===== config.mk =====
export PLATFORM = sky130hd
export DESIGN_NAME = can_nmt_pdo_to_panel_bus_top
export DESIGN_NICKNAME = d
export VERILOG_FILES = /design/src/design/cnpb_pkg.sv /design/src/design/cnpb_front.sv /design/src/design/cnpb_queue.sv /design/src/design/cnpb_back.sv /design/src/design/can_nmt_pdo_to_panel_bus_top.sv
export SDC_FILE = /design/constraint.sdc
export NUM_CORES = 1
export LEC_CHECK = 0
export BUFFER_PORTS_ARGS = -buffer_cell sky130_fd_sc_hd__buf_2
export CORE_MARGIN = 10
export CORE_UTILIZATION = 45
export DETAILED_ROUTE_END_ITERATION = 10
export GPL_TIMING_DRIVEN = 0
export PLACE_DENSITY = 0.74
export SLEW_MARGIN = 25
export SYNTH_ARGS = -nofsm -noshare
export SYNTH_HDL_FRONTEND = slang
export SYNTH_SLANG_ARGS = --single-unit

===== constraint.sdc =====
create_clock -name i_clk -period 5.9 [get_ports i_clk]
set_clock_uncertainty 0.1 [all_clocks]
set_input_delay 0.59 -clock i_clk [delete_from_list [all_inputs] [get_ports i_clk]]
set_output_delay 0.59 -clock i_clk [all_outputs]
set_load 0.03 [all_outputs]

===== src/design/cnpb_pkg.sv =====
// Shared types and constants for the CAN NMT / PDO to panel bus block.
// No dependencies.
package cnpb_pkg;

    localparam int FRAME_ID_W  = 29;
    localparam int NODE_ID_W   = 7;
    localparam int PDO_ID_W    = 11;
    localparam int LEN_W       = 4;
    localparam int WORD_W      = 32;
    localparam int BYTE_W      = 8;
    localparam int CFG_IDX_W   = 1;
    localparam int CFG_DATA_W  = 11;
    localparam int JOB_BYTES   = 7;
    localparam int CNT_W       = 3;
    localparam int QUEUE_DEPTH_DEF = 2;

    localparam logic [LEN_W-1:0]  NMT_MIN_LEN     = 4'd2;
    localparam logic [CNT_W-1:0]  MAX_PARAM_BYTES = 3'd6;
    localparam logic [PDO_ID_W-1:0] RX_PDO_ID_RST = 11'd512;

    typedef enum logic [CFG_IDX_W-1:0] {
        CFG_NODE_ID   = 1'b0,
        CFG_RX_PDO_ID = 1'b1
    } t_cfg_idx;

    typedef enum logic [BYTE_W-1:0] {
        NMT_RUN   = 8'h01,
        NMT_HALT  = 8'h02,
        NMT_PREOP = 8'h80
    } t_nmt_cmd;

    typedef enum logic [2:0] {
        ST_OPER  = 3'b001,
        ST_PREOP = 3'b010,
        ST_STOP  = 3'b100
    } t_node_state;

    // Display request: command byte in slot 0, parameter bytes after it.
    typedef struct packed {
        logic [CNT_W-1:0]                 count;
        logic [JOB_BYTES-1:0][BYTE_W-1:0] bytes;
    } t_job;

    typedef struct packed {
        logic full;
        logic empty;
    } t_q_status;

endpackage


===== src/design/cnpb_front.sv =====
// Front end: configuration registers, node state, frame classification.
// Depends on cnpb_pkg.
module cnpb_front (
    input  logic                            i_clk,
    input  logic                            i_rst_n,
    input  logic                            i_cfg_valid,
    input  logic [cnpb_pkg::CFG_IDX_W-1:0]  i_cfg_index,
    input  logic [cnpb_pkg::CFG_DATA_W-1:0] i_cfg_data,
    input  logic                            i_accept,
    input  logic [cnpb_pkg::FRAME_ID_W-1:0] i_frame_id,
    input  logic                            i_is_remote,
    input  logic [cnpb_pkg::LEN_W-1:0]      i_data_length,
    input  logic [cnpb_pkg::WORD_W-1:0]     i_payload_low,
    input  logic [cnpb_pkg::WORD_W-1:0]     i_payload_high,
    output logic                            o_job_push,
    output cnpb_pkg::t_job                  o_job
);
    import cnpb_pkg::*;

    logic [NODE_ID_W-1:0] r_node_id, n_node_id;
    logic [PDO_ID_W-1:0]  r_rx_pdo_id, n_rx_pdo_id;
    t_node_state          r_state, n_state;

    logic [BYTE_W-1:0] w_b0, w_b1;
    logic              w_data_frame, w_is_nmt, w_nmt_hit, w_pdo_hit;

    assign w_b0 = i_payload_low[7:0];
    assign w_b1 = i_payload_low[15:8];
    assign w_data_frame = !i_is_remote && (i_data_length != '0);
    assign w_is_nmt     = (i_frame_id == '0);
    assign w_nmt_hit    = i_accept && w_data_frame && w_is_nmt
                          && (i_data_length >= NMT_MIN_LEN)
                          && ((w_b0 == '0) || (w_b0 == {1'b0, r_node_id}));
    assign w_pdo_hit    = i_accept && w_data_frame && !w_is_nmt
                          && (i_frame_id == FRAME_ID_W'(r_rx_pdo_id))
                          && (r_state == ST_OPER)
                          && (w_b0 <= BYTE_W'(MAX_PARAM_BYTES));

    assign o_job_push  = w_pdo_hit;
    assign o_job.count = w_b0[CNT_W-1:0];
    assign o_job.bytes = {i_payload_high, i_payload_low[31:8]};

    always_comb begin
        n_node_id   = r_node_id;
        n_rx_pdo_id = r_rx_pdo_id;
        if (i_cfg_valid) begin
            unique case (t_cfg_idx'(i_cfg_index))
                CFG_NODE_ID:   n_node_id   = i_cfg_data[NODE_ID_W-1:0];
                CFG_RX_PDO_ID: n_rx_pdo_id = i_cfg_data[PDO_ID_W-1:0];
                default: ;
            endcase
        end
    end

    always_comb begin
        n_state = r_state;
        if (w_nmt_hit) begin
            unique case (w_b1)
                NMT_RUN:   n_state = ST_OPER;
                NMT_PREOP: n_state = ST_PREOP;
                NMT_HALT:  n_state = ST_STOP;
                default:   n_state = r_state;
            endcase
        end
    end

    always_ff @(posedge i_clk) begin
        if (!i_rst_n) begin
            r_node_id   <= '0;
            r_rx_pdo_id <= RX_PDO_ID_RST;
            r_state     <= ST_OPER;
        end else begin
            r_node_id   <= n_node_id;
            r_rx_pdo_id <= n_rx_pdo_id;
            r_state     <= n_state;
        end
    end

endmodule


===== src/design/cnpb_queue.sv =====
// Short request queue between front end and bus sequencer.
// Depends on cnpb_pkg.
module cnpb_queue #(
    parameter int DEPTH = cnpb_pkg::QUEUE_DEPTH_DEF
) (
    input  logic                 i_clk,
    input  logic                 i_rst_n,
    input  logic                 i_push,
    input  cnpb_pkg::t_job       i_job,
    input  logic                 i_pop,
    output cnpb_pkg::t_job       o_job,
    output cnpb_pkg::t_q_status  o_status
);
    import cnpb_pkg::*;

    localparam int PTR_W = $clog2(DEPTH);
    localparam int OCC_W = $clog2(DEPTH + 1);

    t_job             r_mem [DEPTH];
    logic [PTR_W-1:0] r_wr, n_wr, r_rd, n_rd;
    logic [OCC_W-1:0] r_occ, n_occ;
    logic             w_push, w_pop;

    assign o_status.full  = (r_occ == OCC_W'(DEPTH));
    assign o_status.empty = (r_occ == '0);
    assign w_push = i_push && !o_status.full;
    assign w_pop  = i_pop && !o_status.empty;
    assign o_job  = r_mem[r_rd];

    always_comb begin
        n_wr  = r_wr;
        n_rd  = r_rd;
        n_occ = r_occ;
        if (w_push) n_wr = (r_wr == PTR_W'(DEPTH - 1)) ? '0 : r_wr + 1'b1;
        if (w_pop)  n_rd = (r_rd == PTR_W'(DEPTH - 1)) ? '0 : r_rd + 1'b1;
        if (w_push && !w_pop)      n_occ = r_occ + 1'b1;
        else if (w_pop && !w_push) n_occ = r_occ - 1'b1;
    end

    always_ff @(posedge i_clk) begin
        if (!i_rst_n) begin
            r_wr  <= '0;
            r_rd  <= '0;
            r_occ <= '0;
        end else begin
            r_wr  <= n_wr;
            r_rd  <= n_rd;
            r_occ <= n_occ;
        end
    end

    always_ff @(posedge i_clk) begin
        if (w_push) r_mem[r_wr] <= i_job;
    end

endmodule


===== src/design/cnpb_back.sv =====
// Bus sequencer: walks the head request byte by byte into an output register.
// Depends on cnpb_pkg.
module cnpb_back (
    input  logic                          i_clk,
    input  logic                          i_rst_n,
    input  cnpb_pkg::t_job                i_job,
    input  logic                          i_job_valid,
    output logic                          o_job_pop,
    input  logic                          i_pop,
    output logic                          o_empty,
    output logic                          o_is_data_byte,
    output logic [cnpb_pkg::BYTE_W-1:0]   o_bus_byte,
    output logic                          o_last
);
    import cnpb_pkg::*;

    logic [CNT_W-1:0]  r_k, n_k;
    logic              r_out_valid, n_out_valid;
    logic              r_out_data, r_out_last;
    logic [BYTE_W-1:0] r_out_byte;
    logic              w_load, w_end;

    assign w_load    = i_job_valid && (!r_out_valid || i_pop);
    assign w_end     = (r_k == i_job.count);
    assign o_job_pop = w_load && w_end;

    always_comb begin
        n_k         = r_k;
        n_out_valid = r_out_valid;
        if (w_load) begin
            n_out_valid = 1'b1;
            n_k         = w_end ? '0 : r_k + 1'b1;
        end else if (i_pop) begin
            n_out_valid = 1'b0;
        end
    end

    always_ff @(posedge i_clk) begin
        if (!i_rst_n) begin
            r_k         <= '0;
            r_out_valid <= 1'b0;
        end else begin
            r_k         <= n_k;
            r_out_valid <= n_out_valid;
        end
    end

    always_ff @(posedge i_clk) begin
        if (w_load) begin
            r_out_byte <= i_job.bytes[r_k];
            r_out_data <= (r_k != '0);
            r_out_last <= w_end;
        end
    end

    assign o_empty        = !r_out_valid;
    assign o_is_data_byte = r_out_data;
    assign o_bus_byte     = r_out_byte;
    assign o_last         = r_out_last;

endmodule


===== src/design/can_nmt_pdo_to_panel_bus_top.sv =====
// Top level: CAN NMT / display PDO receiver driving a panel byte bus.
// Depends on cnpb_pkg, cnpb_front, cnpb_queue, cnpb_back.
//
//  channel  | handshake               | payload
//  ---------+-------------------------+-------------------------------------------
//  frame in | i_push / o_full         | i_frame_id i_is_remote i_data_length i_payload_*
//  bytes out| o_empty / i_pop         | o_is_data_byte o_bus_byte o_last
//  config   | i_cfg_valid/o_cfg_ready | i_cfg_index i_cfg_data
//
// A frame is classified in its accept cycle; NMT commands update node state there.
// A display request with count n gives n+1 bytes, one per cycle while the receiver pops.
// Frames are taken every cycle while the request queue has room; the first byte is
// registered in the queue, then in the output register. Reset is synchronous; node
// state returns to operational, node_id to 0, rx_pdo_id to 512. Config is always ready.
module can_nmt_pdo_to_panel_bus_top #(
    parameter int QUEUE_DEPTH = cnpb_pkg::QUEUE_DEPTH_DEF
) (
    input  logic                            i_clk,
    input  logic                            i_rst_n,
    input  logic                            i_push,
    output logic                            o_full,
    input  logic [cnpb_pkg::FRAME_ID_W-1:0] i_frame_id,
    input  logic                            i_is_remote,
    input  logic [cnpb_pkg::LEN_W-1:0]      i_data_length,
    input  logic [cnpb_pkg::WORD_W-1:0]     i_payload_low,
    input  logic [cnpb_pkg::WORD_W-1:0]     i_payload_high,
    output logic                            o_empty,
    input  logic                            i_pop,
    output logic                            o_is_data_byte,
    output logic [cnpb_pkg::BYTE_W-1:0]     o_bus_byte,
    output logic                            o_last,
    input  logic                            i_cfg_valid,
    output logic                            o_cfg_ready,
    input  logic [cnpb_pkg::CFG_IDX_W-1:0]  i_cfg_index,
    input  logic [cnpb_pkg::CFG_DATA_W-1:0] i_cfg_data
);
    import cnpb_pkg::*;

    t_job      w_in_job, w_head_job;
    t_q_status w_q;
    logic      w_accept, w_job_push, w_job_pop;

    assign o_cfg_ready = 1'b1;
    assign o_full      = w_q.full;
    assign w_accept    = i_push && !w_q.full;

    cnpb_front u_front (
        .i_clk          (i_clk),
        .i_rst_n        (i_rst_n),
        .i_cfg_valid    (i_cfg_valid),
        .i_cfg_index    (i_cfg_index),
        .i_cfg_data     (i_cfg_data),
        .i_accept       (w_accept),
        .i_frame_id     (i_frame_id),
        .i_is_remote    (i_is_remote),
        .i_data_length  (i_data_length),
        .i_payload_low  (i_payload_low),
        .i_payload_high (i_payload_high),
        .o_job_push     (w_job_push),
        .o_job          (w_in_job)
    );

    cnpb_queue #(
        .DEPTH (QUEUE_DEPTH)
    ) u_queue (
        .i_clk    (i_clk),
        .i_rst_n  (i_rst_n),
        .i_push   (w_job_push),
        .i_job    (w_in_job),
        .i_pop    (w_job_pop),
        .o_job    (w_head_job),
        .o_status (w_q)
    );

    cnpb_back u_back (
        .i_clk          (i_clk),
        .i_rst_n        (i_rst_n),
        .i_job          (w_head_job),
        .i_job_valid    (!w_q.empty),
        .o_job_pop      (w_job_pop),
        .i_pop          (i_pop),
        .o_empty        (o_empty),
        .o_is_data_byte (o_is_data_byte),
        .o_bus_byte     (o_bus_byte),
        .o_last         (o_last)
    );

    a_no_push_when_full: assert property (@(posedge i_clk) disable iff (!i_rst_n)
        !(w_job_push && w_q.full))
        else $error("request pushed into full queue");

    a_no_pop_when_empty: assert property (@(posedge i_clk) disable iff (!i_rst_n)
        w_job_pop |-> !w_q.empty)
        else $error("request popped from empty queue");

    a_empty_after_reset: assert property (@(posedge i_clk)
        !i_rst_n |=> o_empty)
        else $error("result present right after reset");

    a_command_first: assert property (@(posedge i_clk) disable iff (!i_rst_n)
        (!o_empty && i_pop && o_last) |=> (o_empty || !o_is_data_byte))
        else $error("run does not start with a command byte");

endmodule


# ---- Word level (Yosys, flattened, before mapping)
# Memory sizes are Yosys's and may differ from the RTL's. A register that Yosys moved wholly into a read port is not among the register bits.
# Index checks and enable logic that the tools add are counted.
dict set report word_totals {
  ff_bits 39
  latchBits 0
  ramBits 118
  romBits 0
  output_inout_bits 13
  elab_cells 79
  memories 1
}
# memory words width rd rd_clocked_by_memory_dff wr line_no
set memory_table {}
lappend memory_table {u_queue.r_mem 2 59 1 1 1 cnpb_queue.sv:19} ;# t_job r_mem [DEPTH];
dict set report classes {
  addsub 5
  multipliers 0
  div 0
  magnitude_cmp 3
  n_eq_ne 8
  n_shift 0
  n_mux 14
  n_bitwise 1
  reduce_logical 36
}
# cell n
set ops {}
lappend ops {{$eq A29 B11 Y1} 1}
lappend ops {{$logic_not A29 Y1} 1}
lappend ops {{$bmux W8 S3} 1}
lappend ops {{$logic_and A1 B1 Y1} 16}
lappend ops {{$pmux W3 S3} 1}
lappend ops {{$eq A8 B1 Y1 const B} 1}
lappend ops {{$eq A8 B2 Y1 const B} 1}
lappend ops {{$eq A8 B7 Y1} 1}
lappend ops {{$eq A8 B8 Y1 const B} 1}
lappend ops {{$le A8 B3 Y1 const B} 1}
lappend ops {{$logic_not A8 Y1} 1}
lappend ops {{$mux W1} 8}
lappend ops {{$mux W8} 1}
lappend ops {{$logic_not A1 Y1} 7}
lappend ops {{$reduce_and A2 Y1} 3}
lappend ops {{$reduce_bool A3 Y1} 2}
lappend ops {{$ge A4 B2 Y1 const B} 1}
lappend ops {{$lt A3 B4 Y1 const B} 1}
lappend ops {{$mux W2} 2}
lappend ops {{$reduce_bool A2 Y1} 2}
lappend ops {{$reduce_bool A4 Y1} 1}
lappend ops {{$add A3 B1 Y3 const B} 1}
lappend ops {{$eq A3 B1 Y1 const B} 1}
lappend ops {{$eq A3 B3 Y1} 1}
lappend ops {{other kinds (8)} 10}

# ---- Logic depth before layout (Yosys ltp)
dict set report depth {
  word_depth 13
  ltp_mapped 9
  ltp_nobuf 9
}

# ---- Modules after synthesis
# A second synthesis with hierarchy kept.
dict set report hier_totals {
  cells_unflattened 512
  hier_area_um2 7254.5
}
# module n_inst cells_each area_each_um2 seq_area_each_um2
set by_module_without_submodules {}
lappend by_module_without_submodules {cnpb_queue 1 209 4526.8 3643.5}
lappend by_module_without_submodules {cnpb_front 1 205 1651.6 420.4}
lappend by_module_without_submodules {cnpb_back 1 94 1047.3 380.4}
lappend by_module_without_submodules {can_nmt_pdo_to_panel_bus_top 1 4 28.8 0.0}

# ---- Least setup slack after synthesis
# OpenSTA, ideal clock, no wires.
dict set report synth_path {
  path_kind {input-to-reg}
  start {input i_frame_id[16] (netlist bit)}
  end {memory u_queue.r_mem[0][0] (netlist bit) (enable)}
  t_arrival_ns 4.017
  required_ns 5.324
  path_slack_ns 1.307
  cell_stages 5
  path_buffers 0
  path_cell_list {nor4b_1 > nand4_1 > nor4_1 > nand4b_1 > nor2_1}
}
dict set report synth_via {
  elab_chain_len 9
  word_cells_on_any_way 10
  classes_between {1 x eq/ne; 2 x mux; 7 x reduce/logical}
}
# element line_no
set synth_rtl {}
lappend synth_rtl {{start: declaration} can_nmt_pdo_to_panel_bus_top.sv:22} ;# input logic [cnpb_pkg::FRAME_ID_W-1:0] i_frame_id,
lappend synth_rtl {{$logic_not A29 Y1} cnpb_front.sv:30} ;# assign w_is_nmt = (i_frame_id == '0);
lappend synth_rtl {{$logic_not A1 Y1} cnpb_front.sv:34} ;# assign w_pdo_hit = i_accept && w_data_frame && !w_is_nmt
lappend synth_rtl {{$logic_and A1 B1 Y1} cnpb_front.sv:34}
lappend synth_rtl {{$logic_and A1 B1 Y1 (*)} cnpb_front.sv:35} ;# && (i_frame_id == FRAME_ID_W'(r_rx_pdo_id))
lappend synth_rtl {{$logic_and A1 B1 Y1 (*)} cnpb_front.sv:36} ;# && (r_state == ST_OPER)
lappend synth_rtl {{$logic_and A1 B1 Y1 (*)} cnpb_front.sv:37} ;# && (w_b0 <= BYTE_W'(MAX_PARAM_BYTES));
lappend synth_rtl {{$logic_and A1 B1 Y1 (*)} cnpb_queue.sv:26} ;# assign w_push = i_push && !o_status.full;
lappend synth_rtl {{$mux W1 (*)} cnpb_queue.sv:53} ;# if (w_push) r_mem[r_wr] <= i_job;
lappend synth_rtl {{$mux W1 (not written as such) (*)} cnpb_queue.sv:53}
lappend synth_rtl {{end: declaration} cnpb_queue.sv:19}
# Every way passes the cells marked *; elsewhere a longest branch is shown, timed or not.

# ---- Worst setup path after layout
dict set report layout_path {
  start {register u_back.r_k[0]}
  end {register u_back.r_out_byte[6], in the netlist u_back.o_bus_byte[6], data pin}
}
dict set report layout_via {
  elab_chain_len 2
}
# element line_no
set layout_rtl {}
lappend layout_rtl {{start: declaration} cnpb_back.sv:17} ;# logic [CNT_W-1:0] r_k, n_k;
lappend layout_rtl {{start signal: assignment} cnpb_back.sv:43} ;# r_k <= n_k;
lappend layout_rtl {{$bmux W8 S3} cnpb_back.sv:50} ;# r_out_byte <= i_job.bytes[r_k];
lappend layout_rtl {{$mux W8 (not written as such)} cnpb_back.sv:50}
lappend layout_rtl {{end signal: assignment} cnpb_back.sv:50}
lappend layout_rtl {{end: declaration} cnpb_back.sv:20} ;# logic [BYTE_W-1:0] r_out_byte;
# Every way passes these cells. The select of a mux whose other input is x is not followed.
# A chain may end at the register's enable or synchronous reset.

==> results.md <==
* Nets@finish at 694
* Crit start category: register
* Power Dens Cells at a little over 300 nW/µm²
* Clock buffer count from CTS at 17
* FMAX at ~370 MHz
* Status: finished, final reports clean
* Hold_ws at approximately 0.26 ns
* PortBufs at 126
* Die area at around 20000 µm²
* Area delta synth->final at 26.3%
* Initial core utilization at 0.462
* Share of layout cells above drive strength 1 at 0.334
* First-pass GRT wire length at between 20000 and 25000 µm
* Core Region at around 14000 µm²
* Kind of critical path: reg -> reg
* Slowest CP cell: clkbuf_1
* Clock Tree Root: clkbuf_16
* Overall power at 0.00251 W
* Crit-path most repeated cell: clkbuf_1
* Final GP Congestion at 0.806
* Seq pwr share at 0.482
* Initial antenna violation count at 2
* Worst Tran Pin Value at about 0.73 ns
* Gr usage total at 0.156
* Comb power frac at 0.037
* Final ANT Viol Nets at 0
* Largest fanout on the critical path at 10
* Final TNS setup at 0 ns
* Crit path largest cell delay at 0.57 ns
* Resized cells post-CTS at 0
* Worst slew margin at 0.512
* Clk Latency, worst-skew pair at roughly 0.42 ns
* Hold Violations, Final at 0
* Count of max-cap constraint violations at 0
* Via density per instance at 5.40
* Cell family with most CP delay: buffers and inverters
* Clock-pin slew on the worst setup and hold paths at ~0.060 ns
* Drt first-iter violations at between 300 and 400
* Die Ht at 140 µm
* Post-Route Utilization at 0.584
* Std cell rows at 43
* Critical path, cell by cell: clkbuf_1, clkbuf_1, mux4_2, mux2i_1, nor2_1, a21oi_1, o21ai_0
* Clock sink total at 158
* Largest net degree at the start of global routing at 22
* Avg WL per Cell at between 15 and 20 µm
* Hold-fix buffers, CTS at 0
* Non-Filler Cell Area, Final at just over 8000 µm²
* Top Ports at 128
* Net Count, Synth at approximately 540
* H-tree levels at 4
* Vias in the first global route at ~4600
* Multi-input gate area at about 1900 µm²
* Clk buf depth at 2
* Post-synth top area cell: edfxtp_1
* GR Overflow Total at 0
* Distinct cells, synth at 46
* Final Max Slew Viols at 0
* Final wirelength at around 15000 µm
* Placed inst area at between 7000 and 8000 µm²
* Fill count at approximately 1100
* Cell leakage power at 2.94 nW
* Final min period at 2.71 ns
* Crit share post-route at 0.459
* Via count at ~4200
* # setup viols final at 0
* DR pass1 iterations at 5
* Register area share after synthesis at 0.690
* Synth top area share at 0.597
* Sw Share at 0.191
* CTS tree: yes
* NetSw at between 0.0004 and 0.0005 W
* CP bufs+invs at 2
* Storage cell area at 4440 µm²
* Mapped Avg Cell Area at around 15 µm²
* Max IR drop VDD at 0.206 mV
* Hold Crit Class: in -> reg
* Crit end category: register
* YS warnings at 0
* Internal Power at 0.00203 W
* Setup Buffers After CTS at 0
* Mapped Area at between 6000 and 7000 µm²
* Post-route DRC at 0
* Post-detailed-placement half-perimeter wirelength at approximately 11000 µm
* Chip Width at between 100 and 150 µm
* Crit path DAT at about 2.8 ns
* Ranking of synthesized cells by area: edfxtp_1 60%, dfxtp_1 9.3%, mux4_2 7.3%, mux2i_1 4.0%, xnor2_1 1.9%
* CP Data Required Time at a little under 6 ns
* Mapped Cells at 425
* Seq cells post-synth at 158
* Clock power share at 0.481
* Antenna cells at 0
* RSZ-0062 raised after global routing: no
-- path summary, 6_finish.rpt --
kind / start / to / slack (ns) / cells after the start
min: i_payload_low[17] / u_queue.r_mem[1][9] / 0.26 / 1
min reg2reg: u_front.r_rx_pdo_id[5] / u_front.r_rx_pdo_id[5] / 0.37 / 2
max reg2reg: u_back.r_k[0] / u_back.o_bus_byte[6] / 3.19 / 7
max: u_back.r_k[0] / u_back.o_bus_byte[6] / 3.19 / 7
-- power groups by stage --
stage                     Sequential (W)  Combinational, W  Clock, W
final                            0.00121         0.0000922   0.00121
after global routing             0.00121          0.000103   0.00128
after floorplan                  0.00123         0.0000330         0
after CTS                        0.00121         0.0000924   0.00123
after detailed placement         0.00124         0.0000916         0
after global placement           0.00124         0.0000866         0
-- stage by stage --
step / setup WS [ns] / instances
3_3_place_gp: -0.253 / 731
3_5_place_dp: 2.82 / 737
5_1_grt: 3.01 / 769
4_1_cts: 3.18 / 769
6_report: 3.19 / 769
2_1_floorplan: 1.31 / 425
-- cell type report --
type / instances / area share
Timing Repair Buffer: 132 / 0.0977
Clock inverter: 11 / 0.0247
Tap cell: 180 / 0.0277
Multi-Input combinational cell: 239 / 0.233
Buffer: 16 / 0.00845
Clock buffer: 21 / 0.0566
Sequential cell: 158 / 0.546
Inverter: 12 / 0.00553
-- worst register-to-register path: stages (launching register included) --
cell and delay, ns:
dfxtp_1 0.34, clkbuf_1 0.41, clkbuf_1 0.57, mux4_2 0.41, mux2i_1 0.28, nor2_1 0.09
a21oi_1 0.15, o21ai_0 0.10
-- sequential cells by signal, indices dropped and copies added, names as in the netlist, named ones only --
signal,count
u_front.r_state,3
u_back.o_last,1
u_front.r_node_id,7
u_queue.r_occ,2
u_front.r_rx_pdo_id,11
u_queue.r_mem,118
u_back.o_is_data_byte,1
u_queue.r_rd,1
u_queue.r_wr,1
u_back.r_k,3
u_back.r_out_valid,1
u_back.o_bus_byte,8
-- kinds of logic after synthesis --
| logic type | share of synthesized area |
|---|---|
| AOI/OAI and AO/OA | 0.0462 |
| other | 0.000582 |
| adders and majority gates | 0.00583 |
| buffers and inverters | 0.0177 |
| and+or+nand+nor | 0.0856 |
| DFF | 0.690 |
| muxes | 0.119 |
| xor gates and xnor gates | 0.0353 |
-- cells in the mapped netlist, drive strengths merged --
library cell,instances
clkbuf,10
nand2b,4
mux2,3
a211oi,2
mux4,21
a41o,1
or2,1
xnor2,14
nand4b,2
nor2b,1
clkinv,1
nor3b,1
nand3,9
or4,3
nand4,5
a22o,1
conb,1
dfxtp,30
o211ai,1
nor2,27
buf,6
a21oi,22
and4,2
a221o,1
nand3b,1
a31oi,6
ha,3
nor3,5
and2,2
or3,2
xor2,12
inv,11
o21a,1
nor4b,2
o21ai,13
o21bai,1
nand2,30
mux2i,26
nor4,10
o22ai,3
edfxtp,128
-- metal layers --
| metal | routed length, µm | part of all wire | global-route usage |
|---|---|---|---|
| met2 | 7660 | 0.51 | 0.262 |
| met5 | 17 | 0.0011 | 0 |
| met1 | 6010 | 0.40 | 0.182 |
| met4 | 259 | 0.017 | 0.0560 |
| met3 | 1060 | 0.071 | 0.0531 |
-- cell usage in the layout (no fill, tap or decap), types with 2 or more instances in the layout --
cell	Yosys	final
buf_2	4	130
edfxtp_1	128	128
nand2_1	30	30
dfxtp_1	30	30
mux2i_1	26	26
nor2_1	27	25
a21oi_1	22	22
mux4_2	21	21
clkbuf_16	0	17
xnor2_1	14	14
o21ai_0	13	13
clkbuf_1	10	12
xor2_1	12	12
inv_1	11	11
nand3_1	9	9
nor4_1	9	9
a31oi_1	6	6
buf_16	0	6
nand4_1	5	5
nor3_1	5	5
bufinv_16	0	5
nand2b_1	4	4
inv_6	0	4
or4_1	3	3
mux2_2	3	3
o22ai_1	3	3
ha_1	3	3
nor4b_1	2	2
nand4b_1	2	2
nor2_4	0	2
a211oi_1	2	2
and4_1	2	2
clkbuf_8	0	2
Note: power is estimated with default switching activity, not from simulation.
